[config.mk]
export PLATFORM = sky130hd
export DESIGN_NAME = deque_with_sorted_insert_unit_flat
export DESIGN_NICKNAME = d
export VERILOG_FILES = /design/src/dwsi_pkg.sv /design/src/dwsi_in_if.sv /design/src/dwsi_out_if.sv /design/src/dwsi_cell.sv /design/src/deque_with_sorted_insert_unit.sv /design/src/flat_wrapper.sv
export SDC_FILE = /design/constraint.sdc
export NUM_CORES = 2
export LEC_CHECK = 0
export ABC_AREA = 0
export ABC_CLOCK_PERIOD_IN_PS = 4900
export BUFFER_PORTS_ARGS = -buffer_cell sky130_fd_sc_hd__buf_4
export CORE_ASPECT_RATIO = 1.1
export CORE_MARGIN = 10
export CORE_UTILIZATION = 29
export DETAILED_ROUTE_END_ITERATION = 10
export PLACE_DENSITY = 0.5
export SYNTH_ARGS = -nofsm -noshare
export SYNTH_HDL_FRONTEND = slang
export SYNTH_SLANG_ARGS = --single-unit
[constraint.sdc]
create_clock -name clk_i -period 4.9 [get_ports clk_i]
set_input_delay 0.49 -clock clk_i [delete_from_list [all_inputs] [get_ports clk_i]]
set_output_delay 0.49 -clock clk_i [all_outputs]
set_load 0.05 [all_outputs]
[src/dwsi_pkg.sv]
`timescale 1ns / 1ps

package dwsi_pkg;

  localparam int unsigned Depth  = 16;
  localparam int unsigned DataW  = 32;
  localparam int unsigned CountW = $clog2(Depth + 1);

  typedef logic signed [DataW-1:0] word_t;
  typedef logic [CountW-1:0]       count_t;

  typedef enum logic [1:0] {
    ActAppend    = 2'd0,
    ActInsert    = 2'd1,
    ActPopFront  = 2'd2,
    ActPopBack   = 2'd3
  } action_e;

  typedef enum logic [1:0] {
    StOk    = 2'd0,
    StEmpty = 2'd1,
    StFull  = 2'd2
  } status_e;

  typedef enum logic [1:0] {
    CmdHold     = 2'd0,
    CmdInsert   = 2'd1,
    CmdShiftOut = 2'd2
  } cell_op_e;

  typedef struct packed {
    cell_op_e op;
    logic     sorted;
    word_t    value;
  } cell_cmd_t;

  typedef struct packed {
    logic occupied;
    logic at_count;
    logic is_last;
  } cell_pos_t;

endpackage

[src/dwsi_in_if.sv]
`timescale 1ns / 1ps

interface dwsi_in_if import dwsi_pkg::*; ();

  logic              valid;
  logic              ready;
  action_e           action;
  logic signed [31:0] value;

  modport source (output valid, output action, output value, input ready);
  modport sink   (input valid, input action, input value, output ready);

endinterface

[src/dwsi_out_if.sv]
`timescale 1ns / 1ps

interface dwsi_out_if import dwsi_pkg::*; ();

  logic               valid;
  logic               ready;
  logic signed [31:0] popped_value;
  logic [1:0]         status;
  logic [4:0]         count;

  modport source (output valid, output popped_value, output status, output count, input ready);
  modport sink   (input valid, input popped_value, input status, input count, output ready);

endinterface

[src/dwsi_cell.sv]
`timescale 1ns / 1ps

module dwsi_cell import dwsi_pkg::*; (
  input  logic      clk_i,
  input  cell_cmd_t cmd_i,
  input  cell_pos_t pos_i,
  input  word_t     left_entry_i,
  input  word_t     right_entry_i,
  input  logic      found_i,
  output logic      found_o,
  input  word_t     tail_i,
  output word_t     tail_o,
  output word_t     entry_o
);

  word_t entry_q;
  word_t entry_d;
  logic  less;

  assign less    = cmd_i.sorted && pos_i.occupied && (entry_q < cmd_i.value);
  assign found_o = found_i || less;
  assign tail_o  = pos_i.is_last ? (tail_i | entry_q) : tail_i;
  assign entry_o = entry_q;

  always_comb begin
    entry_d = entry_q;
    unique case (cmd_i.op)
      CmdInsert: begin
        if (found_i) begin
          entry_d = left_entry_i;
        end else if (less || pos_i.at_count) begin
          entry_d = cmd_i.value;
        end
      end
      CmdShiftOut: entry_d = right_entry_i;
      default: entry_d = entry_q;
    endcase
  end

  always_ff @(posedge clk_i) begin
    entry_q <= entry_d;
  end

endmodule

[src/deque_with_sorted_insert_unit.sv]
`timescale 1ns / 1ps

// Deque of up to sixteen signed words with append, priority insert, pop front and pop back.
// Every word moves one result word, and a new word is taken in every cycle while the result
// register is free or being drained, so one action completes per clock. The entries live in
// a row of cells, and a priority insert finds its place through a compare chain that ripples
// from the front cell to the back cell, which sets the longest path of the design.

module deque_with_sorted_insert_unit import dwsi_pkg::*; (
  input logic        clk_i,
  input logic        rst_ni,
  dwsi_in_if.sink    in_i,
  dwsi_out_if.source out_o
);

  count_t    count_q;
  count_t    count_d;
  logic      out_valid_q;
  word_t     popped_q;
  word_t     popped_d;
  status_e   status_q;
  status_e   status_d;
  count_t    out_count_q;
  logic      accept;
  logic      is_full;
  logic      is_empty;
  cell_cmd_t cmd;

  word_t     entry   [Depth];
  word_t     tail    [Depth+1];
  logic      found   [Depth+1];
  cell_pos_t pos     [Depth];

  assign accept   = in_i.valid && in_i.ready;
  assign is_full  = (count_q == count_t'(Depth));
  assign is_empty = (count_q == '0);

  assign in_i.ready         = !out_valid_q || out_o.ready;
  assign out_o.valid        = out_valid_q;
  assign out_o.popped_value = popped_q;
  assign out_o.status       = status_q;
  assign out_o.count        = out_count_q;

  assign tail[0]  = '0;
  assign found[0] = 1'b0;

  for (genvar i = 0; i < Depth; i++) begin : g_cell
    assign pos[i].occupied = (count_t'(i) < count_q);
    assign pos[i].at_count = (count_q == count_t'(i));
    assign pos[i].is_last  = (count_q == count_t'(i + 1));

    dwsi_cell u_cell (
      .clk_i         (clk_i),
      .cmd_i         (cmd),
      .pos_i         (pos[i]),
      .left_entry_i  ((i == 0) ? cmd.value : entry[(i == 0) ? 0 : i - 1]),
      .right_entry_i ((i == Depth - 1) ? entry[i] : entry[(i == Depth - 1) ? i : i + 1]),
      .found_i       (found[i]),
      .found_o       (found[i+1]),
      .tail_i        (tail[i]),
      .tail_o        (tail[i+1]),
      .entry_o       (entry[i])
    );
  end

  always_comb begin
    cmd.op     = CmdHold;
    cmd.sorted = (in_i.action == ActInsert);
    cmd.value  = in_i.value;
    count_d    = count_q;
    popped_d   = '0;
    status_d   = StOk;
    unique case (in_i.action)
      ActAppend, ActInsert: begin
        if (is_full) begin
          status_d = StFull;
        end else begin
          cmd.op  = accept ? CmdInsert : CmdHold;
          count_d = count_q + count_t'(1);
        end
      end
      ActPopFront: begin
        if (is_empty) begin
          status_d = StEmpty;
        end else begin
          cmd.op   = accept ? CmdShiftOut : CmdHold;
          popped_d = entry[0];
          count_d  = count_q - count_t'(1);
        end
      end
      ActPopBack: begin
        if (is_empty) begin
          status_d = StEmpty;
        end else begin
          popped_d = tail[Depth];
          count_d  = count_q - count_t'(1);
        end
      end
      default: status_d = StOk;
    endcase
  end

  always_ff @(posedge clk_i or negedge rst_ni) begin
    if (!rst_ni) begin
      count_q     <= '0;
      out_valid_q <= 1'b0;
    end else begin
      if (accept) begin
        count_q     <= count_d;
        out_valid_q <= 1'b1;
      end else if (out_o.ready) begin
        out_valid_q <= 1'b0;
      end
    end
  end

  always_ff @(posedge clk_i) begin
    if (accept) begin
      popped_q    <= popped_d;
      status_q    <= status_d;
      out_count_q <= count_d;
    end
  end

endmodule
[src/flat_wrapper.sv]
// flat-port wrapper written by rule: the top's interface ports become plain ports
module deque_with_sorted_insert_unit_flat import dwsi_pkg::*;
  (clk_i, rst_ni, in_i_valid, in_i_action, in_i_value, in_i_ready, out_o_valid, out_o_popped_value, out_o_status, out_o_count, out_o_ready);
  dwsi_in_if in_i_i ();
  dwsi_out_if out_o_i ();
  input logic clk_i;
  input logic rst_ni;
  input wire logic [$bits(in_i_i.valid)-1:0] in_i_valid;
  input wire logic [$bits(in_i_i.action)-1:0] in_i_action;
  input wire logic [$bits(in_i_i.value)-1:0] in_i_value;
  output wire logic [$bits(in_i_i.ready)-1:0] in_i_ready;
  output wire logic [$bits(out_o_i.valid)-1:0] out_o_valid;
  output wire logic [$bits(out_o_i.popped_value)-1:0] out_o_popped_value;
  output wire logic [$bits(out_o_i.status)-1:0] out_o_status;
  output wire logic [$bits(out_o_i.count)-1:0] out_o_count;
  input wire logic [$bits(out_o_i.ready)-1:0] out_o_ready;
  assign in_i_i.valid = in_i_valid;
  assign in_i_i.action = in_i_action;
  assign in_i_i.value = in_i_value;
  assign in_i_ready = in_i_i.ready;
  assign out_o_valid = out_o_i.valid;
  assign out_o_popped_value = out_o_i.popped_value;
  assign out_o_status = out_o_i.status;
  assign out_o_count = out_o_i.count;
  assign out_o_i.ready = out_o_ready;
  deque_with_sorted_insert_unit u_core (.clk_i(clk_i), .rst_ni(rst_ni), .in_i(in_i_i), .out_o(out_o_i));
endmodule
Word-level counts from Yosys, hierarchy flattened
Index checks and enable logic that the tools add are counted.

storage, ports and cells
  output and inout bits = 41
  bits in registers = 557

operators by class
  bitwise logic cells = 15
  multiplexer cells = 78
  order comparisons = 32
  reduce and logical (&&, ||, !) cells = 88
  eq/ne operators = 36
  $add $sub $neg = 2

operators with widths
  kind                                                        number
  two-way mux 32 bit                                          49
  case mux 32 bit (2 select lines)                            16
  less-than comparator 32 bit                                 16
  bitwise OR 32 bit                                           15
  != test 3 bit (second input constant)                       14
  == test 5 x 4 -> 1 bit (second input constant)              8
  less-than comparator 4 x 5 -> 1 bit (first input constant)  8
  logical AND 1 bit                                           33
  AND reduction 2 bit                                         16
  logical OR 1 bit                                            31
  == test 5 x 3 -> 1 bit (second input constant)              4
  less-than comparator 3 x 5 -> 1 bit (first input constant)  4
  == test 5 x 2 -> 1 bit (second input constant)              2
  less-than comparator 1 x 5 -> 1 bit (first input constant)  2
  less-than comparator 2 x 5 -> 1 bit (first input constant)  2
  two-way mux 5 bit                                           2
  case mux 5 bit (2 select lines)                             1
  two-way mux 2 bit                                           4
  case mux 2 bit (2 select lines)                             2
  == test 2 bit (second input constant)                       3
  nonzero test 2 bit                                          3
  adder 5 x 1 -> 5 bit (second input constant)                1
  == test 5 x 1 -> 1 bit (second input constant)              1
  == test 5 bit (second input constant)                       1
  8 further kinds                                             13

Longest topological paths before layout
  depth in word-level cells = 34
  gate-level depth with buffers = 16

By module
From an unflattened synthesis, not the netlist that was laid out.

unflattened totals
  cells, all modules = 5,033
  area, all modules = 46,696.0 um^2

modules (own cells, without submodules)
  module                                    cells each  sequential area each (um^2)  instances  area each (um^2)
  dwsi_cell (u_core.g_cell[10].u_cell ...)  300         960.9                        13         2,757.6
  dwsi_cell (u_core.g_cell[8].u_cell ...)   298         960.9                        2          2,745.1
  dwsi_cell (u_core.g_cell[0].u_cell)       295         960.9                        1          2,743.9
  deque_with_sorted_insert_unit             242         1,321.3                      1          2,612.5

Least setup slack after synthesis
No wires, ideal clock.

  path type = input to register
  start point = input port in_i_value[29]
  end point = register u_core.g_cell[9].u_cell.entry_q[0], enable pin
  data arrival time = 4.953 ns
  path buffers = 2
  slack = -0.493 ns
  cell stages on the path = 13
  setup time = 0.440 ns
  data required time = 4.460 ns
  cell sequence = inv_1 ha_1 a21o_1 a21o_1 a221oi_1 o21ai_0 or3_1 nand2_1 nand4b_4 buf_2 nor2_2 buf_4 a41oi_1

on the way
  word-level cells in the longest chain between the ends = 12
  elaborated cells between the ends (all ways) = 31
  those cells by class = order compare: 10; eq/ne: 1; reduce/logical: 20

RTL lines
  what                                    line                source
  from (decl)                             flat_wrapper.sv:10  input wire logic [$bits(in_i_i.value)-1:0] in_i_value;
  less-than comparator 32 bit             dwsi_cell.sv:20     assign less = cmd_i.sorted && pos_i.occupied && (entry_q < cmd_i.value);
  logical AND 1 bit                       dwsi_cell.sv:20
  logical OR 1 bit (8 in a row)           dwsi_cell.sv:21     assign found_o = found_i || less;
  != test 3 bit (no source line) *        n/a
  AND reduction 2 bit (no source line) *  n/a
  to (signal assigned)                    dwsi_cell.sv:41     entry_q <= entry_d;
  to (decl)                               dwsi_cell.sv:16     word_t entry_q;

Every way passes the cells marked *; elsewhere a longest branch is shown, timed or not.
A chain may end at the register's enable or synchronous reset.

Final worst setup path
  start point = register u_core.g_cell[2].u_cell.entry_q[15]
  end point = register u_core.g_cell[14].u_cell.entry_q[20] (data pin)

on the way
  word-level cells in the longest chain between the ends = 16

RTL lines
  what                                      line             source
  from (decl)                               dwsi_cell.sv:16
  from (signal assigned)                    dwsi_cell.sv:41
  less-than comparator 32 bit               dwsi_cell.sv:20
  logical AND 1 bit                         dwsi_cell.sv:20
  logical OR 1 bit (12 in a row)            dwsi_cell.sv:21
  two-way mux 32 bit                        dwsi_cell.sv:29  if (found_i) begin
  case mux 32 bit (2 select lines)          dwsi_cell.sv:27  unique case (cmd_i.op)
  net u_core.g_cell[14].u_cell.entry_d[20]  dwsi_cell.sv:17  word_t entry_d;
  to (signal assigned)                      dwsi_cell.sv:41
  to (decl)                                 dwsi_cell.sv:16

The timed path passes the listed nets, and every way through them passes these cells.

==> metrics.md <==
| Metric | Value |
|---|---|
| RSZ-0062 raised after global routing | no |
| Setup-failing EPs final | 0 |
| Wirelength, routed | around 210000 um |
| Crit path top cell by count | buf_4 |
| Share of cells above drive strength 1 | 14.2% |
| Initial DRC Count | 4945 |
| H-tree Lvls | 3 |
| CP startpoint kind | register |
| Die height | 417 um |
| Port Buf Inserts | approximately 80 |
| Gr usage total | roughly a quarter |
| Final Util | 34.8% |
| Routed len/inst | 33.9 um |
| First-pass GRT wire length | between 200000 and 300000 um |
| Setup TNS | 0 ns |
| # Max-Cap Violations | 0 |
| R2R Setup Slk | between 0.03 and 0.04 ns |
| Clk_skew | approximately 0.046 ns |
| CORE AREA | 142000 um^2 |
| CTS buffer count | 75 |
| DP Wirelength | between 150000 and 200000 um |
| Ys Warns | 0 |
| Row count | about 150 |
| Largest net degree at the start of global routing | roughly 130 |
| Die footprint | between 150000 and 200000 um^2 |
| Top delay family on crit path | simple AND/OR/NAND/NOR gates |
| #FFs+latches synth | ~560 |
| Status | complete, no violations |
| WP buf/inv | 2 |
| Worst Hold Class | input port to register |
| Synth area leader | edfxtp_1 |
| CTS tree | yes |
| Hold WS | 0.101 ns |
| Most frequent cell after synthesis | edfxtp_1 |
| Measured slew at the worst slew-check pin | approximately 1.1 ns |
| Clk sinks | approximately 560 |
| Distinct cells, synth | between 70 and 80 |
| Cells along the critical path | ha_1, nand4_1, nor4_1, a32oi_1, a31oi_1, o21ai_0, mux2i_1, nand4b_4, nor4_4, buf_4, buf_4, nor3b_1, a221o_1 |
| Critical Path Slowest Stage Cell | edfxtp_1 |
| Net Count, Synth | 4587 |
| CP endpoint kind | register |
| Pleak | ~19 nW |
| Clk_lat worst skew | roughly 0.74 ns |
| Nets | 4771 |
| RD Place Congestion | 0.989 |
| Initial antenna violation count | 6 |
| Worst slack at placement | -0.893 ns |
| Length of the first detailed-routing pass in iterations | 6 |
| Post-synth EDFFs | 551 |
| IO Count | 79 |
| Crit path kind | register to register |
| Syn_area_per_cell | about 10 um^2 |
| Area contributors post-synth | edfxtp_1 40%, ha_1 15%, a221o_1 5.5%, nor3b_1 4.2%, o21ai_0 3.6% |
| Yosys top cell area share | between 30 and 40% |
| Maximum VDD drop | between 0.2 and 0.3 mV |
| Slew Limit Fails | 0 |
| Worst EP arrival | about 5.3 ns |
| Chip width | approximately 380 um |
| Clk Tree Root Cell | clkbuf_16 |
| CP Max Fanout | 28 |
| Worst-path clk slew | around 0.060 ns |
| Vias in the first global route | between 30000 and 40000 |
| Power Dens Cells | approximately 500 nW/um^2 |
| Max frequency | 206 MHz |
| Fin crit period | roughly 5 ns |
| Top post-synthesis cells by count | 551 x edfxtp_1, 503 x ha_1, 353 x nand2_1 |
| Worst Path Required | around 5.4 ns |
| Antenna Nets Post-Route | 0 |
| Async set-reset flop share out of synthesis | about 1.1% |
| Worst rel slew slack | between 20% and 30% |
| Post-synthesis cell count | ~4000 |
| Tcrit/Tclk final | 99.3% |
| Synth Flop Type | edfxtp_1 |
| Drt drc | 0 |
| Sequential area share after synthesis | approximately 40% |
| Slowest stage delay, CP | between 0.5 and 0.6 ns |
| Fin. Hold Viols | 0 |
| GRT Residual Overflow | 0 |
| DR vias | between 30000 and 40000 |
| Vias per cell | around 6.3 |
| Initial core utilization | between 20% and 30% |
| Maximum clock path buffer count | 3 |
| Layout area overhead | 19.3% |
| Mapped cell area | 41500 um^2 |
| Final WS setup | around 0.036 ns |
worst min-delay path, stage by stage:
cell,delay (ns)
buf_4,0.07
nand2b_1,0.13
nand2b_1,0.06
cell families after synthesis:
kind of cell	count (synthesis)	share of synthesized area (%)
AO/OA/AOI/OAI	1371	23.6
AND/OR/NAND/NOR	1109	14.0
flip-flops	557	40.2
adder cells (fa/ha/maj)	503	15.2
buffers and inverters	365	3.53
multiplexers	138	3.44
XOR/XNOR	3	0.0633
cell type report:
type,instances,area (um^2)
well taps,1911,2390
clock buffers,85,1920
multi-input cells,3124,23800
repair buffers,388,3790
diodes,3,7.51
clock inverters,51,647
inverters,84,315
fillers,14400,92700
flip-flops and latches,557,16700
path summary, 6_finish.rpt:
check                                                         startpoint                                        endpoint  depth (start not counted)
max reg2reg                u_core.g_cell[2].u_cell.entry_o[15]$_DFFE_PP_  u_core.g_cell[14].u_cell.entry_o[20]$_DFFE_PP_                         13
max                        u_core.g_cell[2].u_cell.entry_o[15]$_DFFE_PP_  u_core.g_cell[14].u_cell.entry_o[20]$_DFFE_PP_                         13
min in group asynchronous                                         rst_ni                   u_core.count_q[1]$_DFFE_PN0P_                          2
min reg2reg                               u_core.out_o.valid$_DFFE_PN0P_                  u_core.out_o.valid$_DFFE_PN0P_                          2
min                                                          out_o_ready                  u_core.out_o.valid$_DFFE_PN0P_                          3
max in group asynchronous                                         rst_ni                   u_core.count_q[0]$_DFFE_PN0P_                          2
where the power goes:
group / internal [mW] / switching [mW] / leakage (nW)
sequential: 6.79 / 1.37 / 5.23
clock: 3.52 / 2.41 / 1.25
combinational: 4.21 / 6.50 / 12.1
sequential cells by signal, summed over array words and instances (netlist names):
name and flops:
u_core.out_o.popped_value 32, u_core.out_o.status 2, u_core.out_o.valid 1, u_core.out_o.count 5, u_core.count_q 5, u_core.g_cell.u_cell.entry_o 512
cell usage in the layout, fill, tap and decap left out, types with 24 or more instances in the layout:
master,instances
a21boi_0,34
a22oi_1,156
clkbuf_16,75
a2bb2oi_1,33
nor2_1,194
o21ai_0,296
mux2_1,29
a221oi_1,56
nand3_1,75
mux2i_1,101
buf_4,316
a21o_1,80
nand2b_1,27
edfxtp_1,551
inv_1,82
nand2_1,351
buf_12,70
nor3b_1,230
a31o_2,34
a221o_1,227
nand4_1,79
ha_1,502
a21oi_1,249
o211ai_1,26
a31oi_1,24
layer usage:
metal	track usage, %	part of all wire (%)	wire length [um]
met1	31.5	39	82700
met2	40.7	46	96000
met3	4.49	8.4	17700
met4	15.0	6.6	13800
met5	0	0.0062	13
per-stage QoR:
stage / instances / power, mW / area, um^2
global route: 6200 / 25.7 / 49500
CTS: 6200 / 24.6 / 49500
global placement: 6062 / 18.5 / 46900
detailed placement: 6062 / 18.6 / 46900
floorplan: 4046 / 13.5 / 41500
finish: 6203 / 24.8 / 49500
repair_timing:
| action | 4_1_cts | 5_1_grt |
|---|---|---|
| buffers inserted | 0 | 0 |
| resized for setup | 4 | 2 |
| endpoints found under the setup margin | 449 | 106 |
| pin swaps | 0 | 1 |
| cloned | 0 | 0 |
| hold endpoints to repair | 7 | 0 |
| hold buffers | 2 | 0 |
No activity file was read; power rests on OpenSTA's default activity.
